## config.mk

```make
export PLATFORM = sky130hd
export DESIGN_NAME = acd_div
export DESIGN_NICKNAME = d
export VERILOG_FILES = /design/src/acd_pkg.sv /design/src/acd_div.sv
export SDC_FILE = /design/constraint.sdc
export NUM_CORES = 1
export LEC_CHECK = 0
export BUFFER_PORTS_ARGS = -buffer_cell sky130_fd_sc_hd__buf_2
export CAP_MARGIN = 0
export CORE_MARGIN = 4
export CORE_UTILIZATION = 30
export DETAILED_ROUTE_END_ITERATION = 8
export PLACE_DENSITY = 0.48
export SETUP_SLACK_MARGIN = 0.2
export SYNTH_ARGS = -nofsm -noshare
export SYNTH_HDL_FRONTEND = slang
export SYNTH_SLANG_ARGS = --single-unit
```

## constraint.sdc

```tcl
create_clock -name clock -period 2.7 [get_ports clock]
set_input_delay 0.54 -clock clock [delete_from_list [all_inputs] [get_ports clock]]
set_output_delay 0.54 -clock clock [all_outputs]
set_load 0.02 [all_outputs]
```

## src/acd_pkg.sv

```systemverilog
// ----------------------------------------------------------------------------
// Autocorrelation peak detector package
// Shared sizes, register indexes and the divider handshake types.
// ----------------------------------------------------------------------------
package acd_pkg;

   localparam int FRAME_SIZE  = 1024;
   localparam int FRAME_BITS  = $clog2(FRAME_SIZE);
   localparam int HALF_FRAME  = FRAME_SIZE / 2;
   localparam int LAG_BITS    = FRAME_BITS - 1;
   localparam int MAX_PEAKS   = 5;
   localparam int PEAK_IDX_W  = (MAX_PEAKS > 1) ? $clog2(MAX_PEAKS) : 1;
   localparam int PEAK_CNT_W  = $clog2(MAX_PEAKS + 1);

   localparam int SAMPLE_W    = 16;
   localparam int SUM_W       = 2 * SAMPLE_W + FRAME_BITS + 1;

   localparam int RATE_W      = 18;
   localparam int FREQ_W      = 17;
   localparam int PCT_W       = 7;
   localparam int CSR_IDX_W   = 2;
   localparam int CSR_DATA_W  = 18;

   localparam int MUL_A_W     = SUM_W + PCT_W;
   localparam int MUL_B_W     = (FRAME_BITS + 8 > SAMPLE_W) ? FRAME_BITS + 8 : SAMPLE_W;
   localparam int PROD_W      = MUL_A_W + MUL_B_W;

   localparam int SCAN_START  = (HALF_FRAME / 8 < 1) ? 1 : HALF_FRAME / 8;
   localparam int SCAN_LAST   = HALF_FRAME - 2;
   localparam int THRESH_SCALE = FRAME_SIZE * 100;

   localparam int DIV_W       = SUM_W;
   localparam int DIVR_W      = FRAME_BITS + 1;
   localparam int DIV_CNT_W   = $clog2(DIV_W);

   localparam int OUT_FREQ_W  = 18;
   localparam int OUT_LAG_W   = 9;
   localparam int OUT_MAG_W   = 31;
   localparam int OUT_RANK_W  = 3;
   localparam int REQ_DATA_W  = 16;
   localparam int RSP_DATA_W  = 96;

   localparam logic [CSR_IDX_W-1:0] CSR_SAMPLE_RATE = 2'd0;
   localparam logic [CSR_IDX_W-1:0] CSR_MIN_FREQ    = 2'd1;
   localparam logic [CSR_IDX_W-1:0] CSR_MAX_FREQ    = 2'd2;
   localparam logic [CSR_IDX_W-1:0] CSR_THRESHOLD   = 2'd3;

   typedef struct packed {
      logic              start;
      logic [DIV_W-1:0]  dividend;
      logic [DIVR_W-1:0] divisor;
   } div_req_type;

   typedef struct packed {
      logic             done;
      logic [DIV_W-1:0] quotient;
   } div_rsp_type;

endpackage

```

## src/acd_div.sv

```systemverilog
// ----------------------------------------------------------------------------
// Serial divider
// Restoring unsigned division, one quotient bit per cycle.
// ----------------------------------------------------------------------------
module acd_div (
   input  logic                 clock,
   input  logic                 reset,
   input  acd_pkg::div_req_type div_req,
   output acd_pkg::div_rsp_type div_rsp
);

   logic                            busy_ff, busy_in;
   logic                            done_ff, done_in;
   logic [acd_pkg::DIV_CNT_W-1:0]   cnt_ff, cnt_in;
   logic [acd_pkg::DIVR_W-1:0]      rem_ff, rem_in;
   logic [acd_pkg::DIVR_W-1:0]      dvs_ff, dvs_in;
   logic [acd_pkg::DIV_W-1:0]       quo_ff, quo_in;
   logic [acd_pkg::DIVR_W:0]        rem_sh;
   logic [acd_pkg::DIVR_W:0]        rem_diff;
   logic                            fits;

   always_comb begin
      busy_in  = busy_ff;
      done_in  = 1'b0;
      cnt_in   = cnt_ff;
      rem_in   = rem_ff;
      dvs_in   = dvs_ff;
      quo_in   = quo_ff;
      rem_sh   = {rem_ff, quo_ff[acd_pkg::DIV_W-1]};
      rem_diff = rem_sh - {1'b0, dvs_ff};
      fits     = (rem_sh >= {1'b0, dvs_ff});
      if (div_req.start) begin
         busy_in = 1'b1;
         cnt_in  = '0;
         rem_in  = '0;
         dvs_in  = div_req.divisor;
         quo_in  = div_req.dividend;
      end else if (busy_ff) begin
         rem_in = fits ? rem_diff[acd_pkg::DIVR_W-1:0] : rem_sh[acd_pkg::DIVR_W-1:0];
         quo_in = {quo_ff[acd_pkg::DIV_W-2:0], fits};
         cnt_in = cnt_ff + 1'b1;
         if (cnt_ff == acd_pkg::DIV_CNT_W'(acd_pkg::DIV_W - 1)) begin
            busy_in = 1'b0;
            done_in = 1'b1;
         end
      end
   end

   always_ff @(posedge clock) begin
      if (reset) begin
         busy_ff <= 1'b0;
         done_ff <= 1'b0;
      end else begin
         busy_ff <= busy_in;
         done_ff <= done_in;
      end
   end

   always_ff @(posedge clock) begin
      cnt_ff <= cnt_in;
      rem_ff <= rem_in;
      dvs_ff <= dvs_in;
      quo_ff <= quo_in;
   end

   assign div_rsp.done     = done_ff;
   assign div_rsp.quotient = quo_ff;

endmodule

```

# Yosys cells after proc, flatten, opt, wreduce, memory -nomap -nowiden
# Index checks and enable logic that the tools add are counted.
# classes
add_sub_neg	2
magnitude_cmp	1
eq_ne	1
muxes	7
n_bitwise	1
reduce_logical	2
# op_table
operator	n
2-to-1 mux 43 bit	2
>= comparator 12 x 11 -> 1 bit	1
2-to-1 mux 11 bit	1
subtractor 11 bit	1
adder 6 x 1 -> 6 bit, second input constant	1
equality test 6 bit, second input constant	1
2-to-1 mux 1 bit	4
OR reduction 3 bit	1
nonzero test 2 bit	1
NOT 1 bit	1
# word_totals
ff_bits	73
wordCells	20

# Depth between registers and ports, before layout
# Gate-level depths: netlist of the first run.
# depth
word_depth	4
mapped_depth	10

# Worst setup path before layout of the first run
# No wires, ideal clock.
# synth_timing
kind	reg-to-reg
startpoint	reg quo_ff[42] (netlist bit)
endpoint	reg rem_ff[0] (netlist bit)
setup_ps	79
t_arrival_ps	2277
slack_ps	344
stages_incl_launch_ff	10
period_less_slack_ps	2356
cell_sequence	edfxtp_1 inv_1 ha_1 fa_1 nor2b_1 o31a_1 o21ai_2 o21ai_2 mux2_4 a211oi_2
# synth_between
elab_chain_cells	2
# synth_rtl
item	line_no	text
start, declared	acd_div.sv:17	logic [acd_pkg::DIV_W-1:0] quo_ff, quo_in;
start signal, assigned	acd_div.sv:63	quo_ff <= quo_in;
subtractor 11 bit or >= comparator 12 x 11 -> 1 bit (tied branches)	acd_div.sv:30, acd_div.sv:31	
2-to-1 mux 11 bit *	acd_div.sv:39	rem_in = fits ? rem_diff[acd_pkg::DIVR_W-1:0] : rem_sh[acd_pkg::DIVR_W-1:0];
end signal, assigned	acd_div.sv:61	rem_ff <= rem_in;
end, declared	acd_div.sv:15	logic [acd_pkg::DIVR_W-1:0] rem_ff, rem_in;
# Every way passes the cells marked *; elsewhere a longest branch is shown, timed or not.
# A chain may end at the register's enable or synchronous reset.

# Worst setup path in the final report of the first run
# Same ends and word-level chain as after synthesis.

==> metrics, run 1 <==
crit path max fanout 5; DR iter-0 viols approximately 80; CP Capture Type register; # H-tree levels 3; Final GP Congestion 0.785; Via Count 2,508; final max-slew violation count 0; CTS tree built; max cap viols 0; Main synth FF type edfxtp_1; number of fill cells 1,103; Hold Vio Cnt, Final 0; clk root buf clkbuf_16; DP HPWL 5740 µm; DRT Pass-1 Iters 4; mean area per synthesized cell 12.9 µm²; Post-Layout Cell Count approximately 530; R2R cell count 9; DRT Wirelength approximately 8000 µm; io pins a little over 100; CP Cell Sequence inv_1 -> ha_1 -> fa_2 -> nor2b_2 -> o31a_1 -> o21ai_4 -> o21ai_4 -> mux2_4 -> a211oi_2; Crit path top cell by count o21ai_4; kind of critical path reg2reg; sequential area share after synthesis 0.559; global-route usage over all layers 0.124; top cells by area, synth edfxtp_1 45%, mux2_2 14%, dfxtp_1 11%; initial antenna violation count 0; number of diodes 0; vias in the first global route around 2,600; pin count of the biggest net entering global routing 34; CTS clk-pin slew, worst paths around 0.05 ns; Inst Count DP 514; GR Util met3 0.0504; Setup crit start kind register; fin crit period 2.36 ns; status finished clean; Gate Count Post-Synth ~280; Crit-path slowest cell fa_2; share of the synthesized area in the top cell type 0.453; Worst Tran Pin Value 0.602 ns; Max clock buf depth 2; cell taking the most area after synthesis edfxtp_1; Power Density roughly 670 nW/µm²; layout cell share with drive strength beyond 1 0.472; crit path launch quo_ff[42]$_DFFE_PP_; required time of the critical path 2.95 ns; Slew HR 0.598; Clock Sinks 73; most common cell after layout, fill and taps aside buf_2; Core Region 11,600 µm²; GRT Max-Usage Layer met2; Total Neg Setup Slack 0 ns; reg-to-reg endpoint rem_ff[0]$_SDFFE_PP0P_; library cells used by synthesis 46; post-route clock period utilization 0.873; routed length per placed instance 15.0 µm; Final ANT Viol Nets 0; CTS Buf Count 9; post-DR vias/cell approximately 4.7; GR met2 Demand/Resource 0.189; Max Clock Skew 0.00499 ns; Chip Width about 120 µm; RSZ-0062 raised after global routing no; critical path arrival 2.61 ns; first-pass GRT wire length 13,000 µm; final setup fails 0; r2r startpoint quo_ff[42]$_DFFE_PP_; Leak 1.88 nW; Cells on Worst Hold Path 1; FMAX 424 MHz; Initial Util 0.310; Peak supply drop ~310 µV; DRC 0; die footprint 13,700 µm²; Synth-to-Final Area Change 28.7%; global route total overflow 0; die height 117 µm; asr flop ratio synth 0; synthesized flop and latch total between 70 and 80; Mapped Area 3580 µm²; reg2reg setup slack between 0.3 and 0.4 ns; Post-synth EDFFs 54; placement row count 39; Post-layout nets 456; hold buffer count at cts 0; Syn. warnings 0; most frequent cells in the layout 100 x buf_2, 54 x edfxtp_1, 43 x mux2_2; clk_lat worst skew 0.33 ns; CP endpoint rem_ff[0]$_SDFFE_PP0P_; met1 GRT Util 0.150; Syn Nets 348; delay of the slowest critical-path stage about 0.37 ns; Port Buf Inserts 100; Worst Hold Class in2reg
worst max-delay path: cells and delay by family, from the launching register on:
kind / cells / cell delay (ns)
fa+ha+maj: 2 / 0.59
flops: 1 / 0.33
simple gates: 1 / 0.13
compound gates: 4 / 0.85
mux: 1 / 0.33
buf+inv: 1 / 0.05
layer usage:
metal,part of all wire,wire (µm)
met4,0.023,188
met5,0,0
met1,0.44,3510
met3,0.080,638
met2,0.46,3670
metrics by stage:
stage | hold slack, ns | instance area (µm²) | utilization | setup WS, ns | power, mW
finish | 0.385 | 4610 | 0.398 | 0.342 | 3.11
global route | 0.368 | 4610 | 0.398 | 0.201 | 3.29
CTS | 0.369 | 4540 | 0.392 | 0.206 | 3.12
detailed placement | 0.475 | 4280 | 0.370 | 0.166 | 2.06
global placement | 0.474 | 4280 | 0.370 | 0.206 | 2.06
floorplan | 0.450 | 3580 | - | 0.344 | 1.86
cell type report:
class,count,area [µm²],share of cell area
Sequential cell,73,2000,0.435
Timing Repair Buffer,109,601,0.130
Multi-Input combinational cell,176,1510,0.328
Inverter,16,61.3,0.0133
Clock buffer,10,229,0.0497
Tap cell,143,179,0.0388
Clock inverter,6,25.0,0.00543
cell families (layout without fill, tap and decap cells):
family / count (synthesis) / count (layout) / share of synthesized area
flops: 73 / 73 / 0.559
simple gates: 60 / 60 / 0.0947
mux: 51 / 51 / 0.159
compound gates: 41 / 42 / 0.0797
buf+inv: 29 / 141 / 0.0342
fa+ha+maj: 14 / 14 / 0.0510
xor+xnor: 9 / 9 / 0.0220
where the power goes:
part / internal, mW / switching (mW) / leakage [nW] / total, mW
Clock: 0.605 / 0.427 / 0.126 / 1.03
Sequential: 1.33 / 0.0640 / 0.696 / 1.40
Combinational: 0.308 / 0.370 / 1.06 / 0.678
Total: 2.25 / 0.860 / 1.88 / 3.11
cell usage after synthesis (2+ instances only):
| cell type | instances |
|---|---|
| xor2_1 | 3 |
| clkbuf_1 | 9 |
| inv_1 | 15 |
| mux2i_1 | 7 |
| nor4bb_1 | 2 |
| o2111ai_1 | 2 |
| o22ai_1 | 2 |
| nand2_1 | 9 |
| o31a_1 | 2 |
| nand3_1 | 5 |
| ha_1 | 13 |
| nand2b_1 | 4 |
| edfxtp_1 | 54 |
| nand4_1 | 3 |
| o21ai_0 | 11 |
| mux2_2 | 43 |
| a311oi_1 | 2 |
| or3_1 | 2 |
| o21a_1 | 2 |
| nor2_1 | 21 |
| a21oi_1 | 6 |
| o21ai_2 | 2 |
| or3_2 | 3 |
| xnor2_1 | 6 |
| a211oi_1 | 8 |
| o211ai_1 | 2 |
| dfxtp_1 | 19 |
| nor2b_1 | 2 |
registers in the layout, summed over array words and instances (netlist names):
register,flops
quo_ff,43
busy_ff,1
done_ff,1
dvs_ff,11
rem_ff,11
cnt_ff,6
timing repair:
action                                 CTS  global route
setup endpoints to repair                7            10
gates cloned                             0             1
pin swaps                                0             4
gates resized for setup                  1            10
endpoints found under the hold margin    0             0
setup buffers                            0             2
worst min path at each step:
stage                                 from                     end  slack [ns]
global placement    cnt_ff[5]$_SDFFE_PP0P_  cnt_ff[5]$_SDFFE_PP0P_        0.47
finish                          div_req[6]     dvs_ff[6]$_DFFE_PP_        0.38
floorplan           cnt_ff[5]$_SDFFE_PP0P_      done_ff$_SDFF_PP0_        0.45
global route                    div_req[5]     dvs_ff[5]$_DFFE_PP_        0.37
CTS                                  reset      busy_ff$_SDFF_PP0_        0.37
detailed placement  cnt_ff[5]$_SDFFE_PP0P_      done_ff$_SDFF_PP0_        0.47
No activity file was read; power rests on OpenSTA's default activity.
==> inputs of run 2 (changes only) <==
- REMOVE_ABC_BUFFERS: not set -> 1
==> metrics, run 2 (same netlist as run 1, synthesis figures left out) <==
DRT Wirelength 7800 µm; CTS Buf Count 9; fin crit period 2.38 ns; kind of critical path reg2reg; Top Metal Used met4; final setup fails 0; Slew HR 0.619; Post-layout nets between 400 and 500; DRT Pass-1 Iters 4; post-route clock period utilization 0.882; max cap viols 0; most frequent cells in the layout 100 x buf_2, 54 x edfxtp_1, 43 x mux2_2; Top reg by flops quo_ff; DRC 0; crit path max fanout 7; Leak 1.91 nW; DR iter-0 viols 125; most common cell after layout, fill and taps aside buf_2; Via Count 2,530; initial antenna violation count 0; global route total overflow 0; required time of the critical path 2.96 ns; placement row count 39; vias in the first global route around 2,600; clk root buf clkbuf_16; first-pass GRT wire length 12,800 µm; Final Util 0.401; routed wl met3 711 µm; hold buffer count at cts 0; Clock Sinks 73; FMAX 420 MHz; Power Density roughly 700 nW/µm²; Initial Util 0.310; Pwr Total roughly 3.3 mW; Port Buf Inserts 100; Max clock buf depth 2; # H-tree levels 3; Max Clock Skew roughly 0.0054 ns; status finished clean; Worst Tran Pin Value 0.571 ns; pin count of the biggest net entering global routing 44; CTS tree built; io pins a little over 100; critical path arrival around 2.6 ns; RSZ-0062 raised after global routing yes; DP HPWL 5520 µm; Worst Hold Class in2reg; Chip Width roughly 120 µm; Setup crit start kind register; die footprint 13,700 µm²; Core Region 11,600 µm²; Peak supply drop ~370 µV; Synth-to-Final Area Change 29.6%; die height between 100 and 150 µm; global-route usage over all layers 0.121; CP Capture Type register; final max-slew violation count 0; layout cell share with drive strength beyond 1 0.473; clk_lat worst skew about 0.34 ns; Final ANT Viol Nets 0; biggest registers after layout quo_ff: 43 flops, dvs_ff: 11 flops, rem_ff: 11 flops; Total Neg Setup Slack 0 ns; post-DR vias/cell between 4 and 5; routed wl met2 ~3300 µm; Final GP Congestion 0.825; number of fill cells 1,117; Largest register FFs 43; met1 wire length 3570 µm; number of diodes 0; CTS clk-pin slew, worst paths 0.06 ns; routed length per placed instance 14.6 µm; Hold Vio Cnt, Final 0
run 2: cell types whose count changed in the layout (fill, tap and decap cells not counted), sizes merged:
cell      before  now
inv           15   16
clkinvlp       0    1
buf          109  111
clkbuf        10    9
o21ai         14   13
bufinv         0    2
clkinv         7    4
run 2: area by class of cell:
type | count | area [µm²] | share of cell area
well taps | 143 | 179 | 0.0386
flip-flops and latches | 73 | 2000 | 0.431
clock inverters | 7 | 93.8 | 0.0202
clock buffers | 9 | 225 | 0.0485
inverters | 16 | 61.3 | 0.0132
repair buffers | 111 | 612 | 0.132
multi-input cells | 175 | 1470 | 0.316
run 2: metrics by stage:
step / area [µm²] / hold slack (ns) / setup WS, ns / instances
floorplan: 3520 / 0.449 / 0.101 / 264
global placement: 4290 / 0.470 / 0.305 / 516
finish: 4640 / 0.366 / 0.319 / 534
global route: 4640 / 0.367 / 0.178 / 534
detailed placement: 4290 / 0.489 / 0.223 / 516
CTS: 4620 / 0.350 / 0.206 / 533
run 2: layer usage:
metal,up-vias,track usage
met5,-,0
met4,0,0.0619
met3,12,0.0519
met2,79,0.172
met1,1191,0.157
li1,1248,-
run 2: timing repair:
action	CTS	global route
setup buffers	1	1
endpoints found under the hold margin	0	0
resized for setup	0	4
pin swaps	1	2
endpoints found under the setup margin	1	10
run 2: where the power goes:
part           internal, mW  switching (mW)  total (mW)
combinational         0.298           0.360       0.658
sequential             1.33          0.0583        1.39
clock                 0.808           0.474        1.28
total                  2.44           0.893        3.33
run 2: final timing paths:
check                           depth (start not counted)  slack [ns]                     end                   start
worst max-delay path                                   10        0.32  rem_ff[0]$_SDFFE_PP0P_    quo_ff[42]$_DFFE_PP_
worst min-delay path                                    2        0.37      busy_ff$_SDFF_PP0_                   reset
worst max register to register                         10        0.32  rem_ff[0]$_SDFFE_PP0P_    quo_ff[42]$_DFFE_PP_
worst min register to register                          2        0.49  cnt_ff[5]$_SDFFE_PP0P_  cnt_ff[5]$_SDFFE_PP0P_
run 2: worst max-delay path, stage by stage, from the launching register on:
cell	delay (ns)
edfxtp_1	0.34
inv_1	0.06
ha_1	0.23
fa_2	0.37
nor2b_2	0.14
o31a_1	0.22
o21ai_4	0.11
o21ai_2	0.17
buf_6	0.16
mux2_4	0.30
a211oi_2	0.20
==> inputs of run 3 (changes only) <==
- PLACE_DENSITY: 0.48 -> 0.5
- clock period: 2.7 -> 1.9 ns (I/O delays scaled with it)
==> metrics, run 3 (same netlist as run 1, synthesis figures left out) <==
Top reg by flops quo_ff; layout cell share with drive strength beyond 1 0.554; Hold Vio Cnt, Final 0; die footprint 13,700 µm²; global-route usage over all layers 0.127; # H-tree levels 3; io pins 101; CP Cell Sequence inv_2 -> ha_4 -> buf_6 -> nor2b_2 -> o31a_1 -> o21ai_2 -> o21ai_2 -> buf_6 -> buf_6 -> mux2_2; post-route clock period utilization 1.15; Setup crit start kind register; Peak supply drop ~540 µV; Max clock buf depth 2; Final GP Congestion 0.780; delay of the slowest critical-path stage ~0.37 ns; Crit-path slowest cell edfxtp_1; global route total overflow 0; Power Density ~970 nW/µm²; DP HPWL about 6000 µm; Port Buf Inserts 100; most common cell after layout, fill and taps aside buf_2; Sw Pwr 1.31 mW; Worst Hold Class in2reg; DRT Wirelength 8240 µm; biggest registers after layout quo_ff: 43 flops, dvs_ff: 11 flops, rem_ff: 11 flops; vias in the first global route 2,845; die height 117 µm; max cap viols 0; Via Count 2,701; post-DR vias/cell 4.67; status finished with violations; Cell Int Power 3.66 mW; failing checks negative setup slack; Pwr Total 4.97 mW; Worst Tran Pin Value ~0.42 ns; RSZ-0062 raised after global routing yes; Multi-input gate area 1560 µm²; sequential share of power 0.398; final non-filler cell area 5110 µm²; sw frac 0.263; clk_lat worst skew 0.33 ns; pre-CTS WS -0.390 ns; Largest register FFs 43; clk root buf clkbuf_16; Logic pwr share 0.240; dpl cell area 4590 µm²; Slew HR 0.719; Post-layout nets 501; Max Clock Skew 0.00517 ns; pin count of the biggest net entering global routing 34; CP Capture Type register; required time of the critical path 1.98 ns; Initial Util 0.310; DRT Pass-1 Iters 4; clock group share of total power 0.361; DR iter-0 viols 100; initial antenna violation count 0; routed length per placed instance between 10 and 15 µm; DRC 0; Chip Width 117 µm; Buf/Inv on CP 4; Worst Slack Setup Final -0.289 ns; Core Region between 10,000 and 15,000 µm²; CTS tree built; Final ANT Viol Nets 0; final max-slew violation count 0; Leak 2.14 nW; fin crit period approximately 2.2 ns; Crit path top cell by count buf_6; most frequent cells in the layout 100 x buf_2, 54 x edfxtp_1, 45 x buf_4; number of diodes 0; FMAX about 460 MHz; CTS clk-pin slew, worst paths 0.06 ns; WHS 0.216 ns; first-pass GRT wire length 13,500 µm; largest delay contributor family on the critical path compound AO/OA/AOI/OAI gates; kind of critical path reg2reg; Clock Sinks 73; crit path max fanout 5; placement row count 39; Synth-to-Final Area Change 42.7%; number of fill cells 1,069; register area 2000 µm²; CTS Buf Count 9; critical path arrival 2.27 ns; final setup fails 12
run 3: worst reg2reg max path: stages, from the launching register on:
cell,delay [ns]
edfxtp_1,0.37
inv_2,0.08
ha_4,0.21
buf_6,0.11
nor2b_2,0.14
o31a_1,0.27
o21ai_2,0.17
o21ai_2,0.09
buf_6,0.13
buf_6,0.12
mux2_2,0.26
run 3: power groups by stage:
stage               Clock (mW)  Combinational (mW)  Sequential (mW)
CTS                       1.85                1.17             1.98
detailed placement           0                1.07             2.00
finish                    1.80                1.19             1.98
global route              1.91                1.31             2.00
global placement             0                1.06             2.00
floorplan                    0               0.477             2.13
run 3: stage by stage:
stage | instances | TNS [ns] | utilization
2_1_floorplan | 264 | -6.98 | -
5_1_grt | 578 | -4.00 | 0.442
6_report | 578 | -2.64 | 0.442
3_3_place_gp | 552 | -3.29 | 0.397
4_1_cts | 575 | -3.46 | 0.436
3_5_place_dp | 552 | -3.98 | 0.397
run 3: repair_timing:
action                     CTS  global route
gates cloned                 1             0
setup endpoints to repair   12            12
pin swaps                   13            13
resized for setup           21            10
setup buffers                6             3
hold buffers                 0             0
run 3: path summary, 6_finish.rpt:
check | from | endpoint | slack, ns | depth (start not counted)
min | reset | busy_ff$_SDFF_PP0_ | 0.22 | 2
max reg2reg | dvs_ff[2]$_DFFE_PP_ | quo_ff[0]$_DFFE_PP_ | -0.29 | 10
max | dvs_ff[2]$_DFFE_PP_ | quo_ff[0]$_DFFE_PP_ | -0.29 | 10
min reg2reg | cnt_ff[5]$_SDFFE_PP0P_ | done_ff$_SDFF_PP0_ | 0.48 | 2
run 3: area by class of cell:
class                   count  share of cell area
inverters                  16              0.0120
well taps                 143              0.0350
clock inverters             5              0.0159
flip-flops and latches     73               0.392
repair buffers            155               0.194
clock buffers              11              0.0455
multi-input cells         175               0.306
run 3: layer usage:
| metal | global-route usage | up-vias | wire [µm] | share of wire |
|---|---|---|---|---|
| li1 | - | 1341 | - | - |
| met2 | 0.186 | 79 | 3620 | 0.44 |
| met4 | 0.0528 | 0 | 136 | 0.017 |
| met5 | 0 | - | 0 | 0 |
| met3 | 0.0560 | 11 | 727 | 0.088 |
| met1 | 0.163 | 1270 | 3760 | 0.46 |
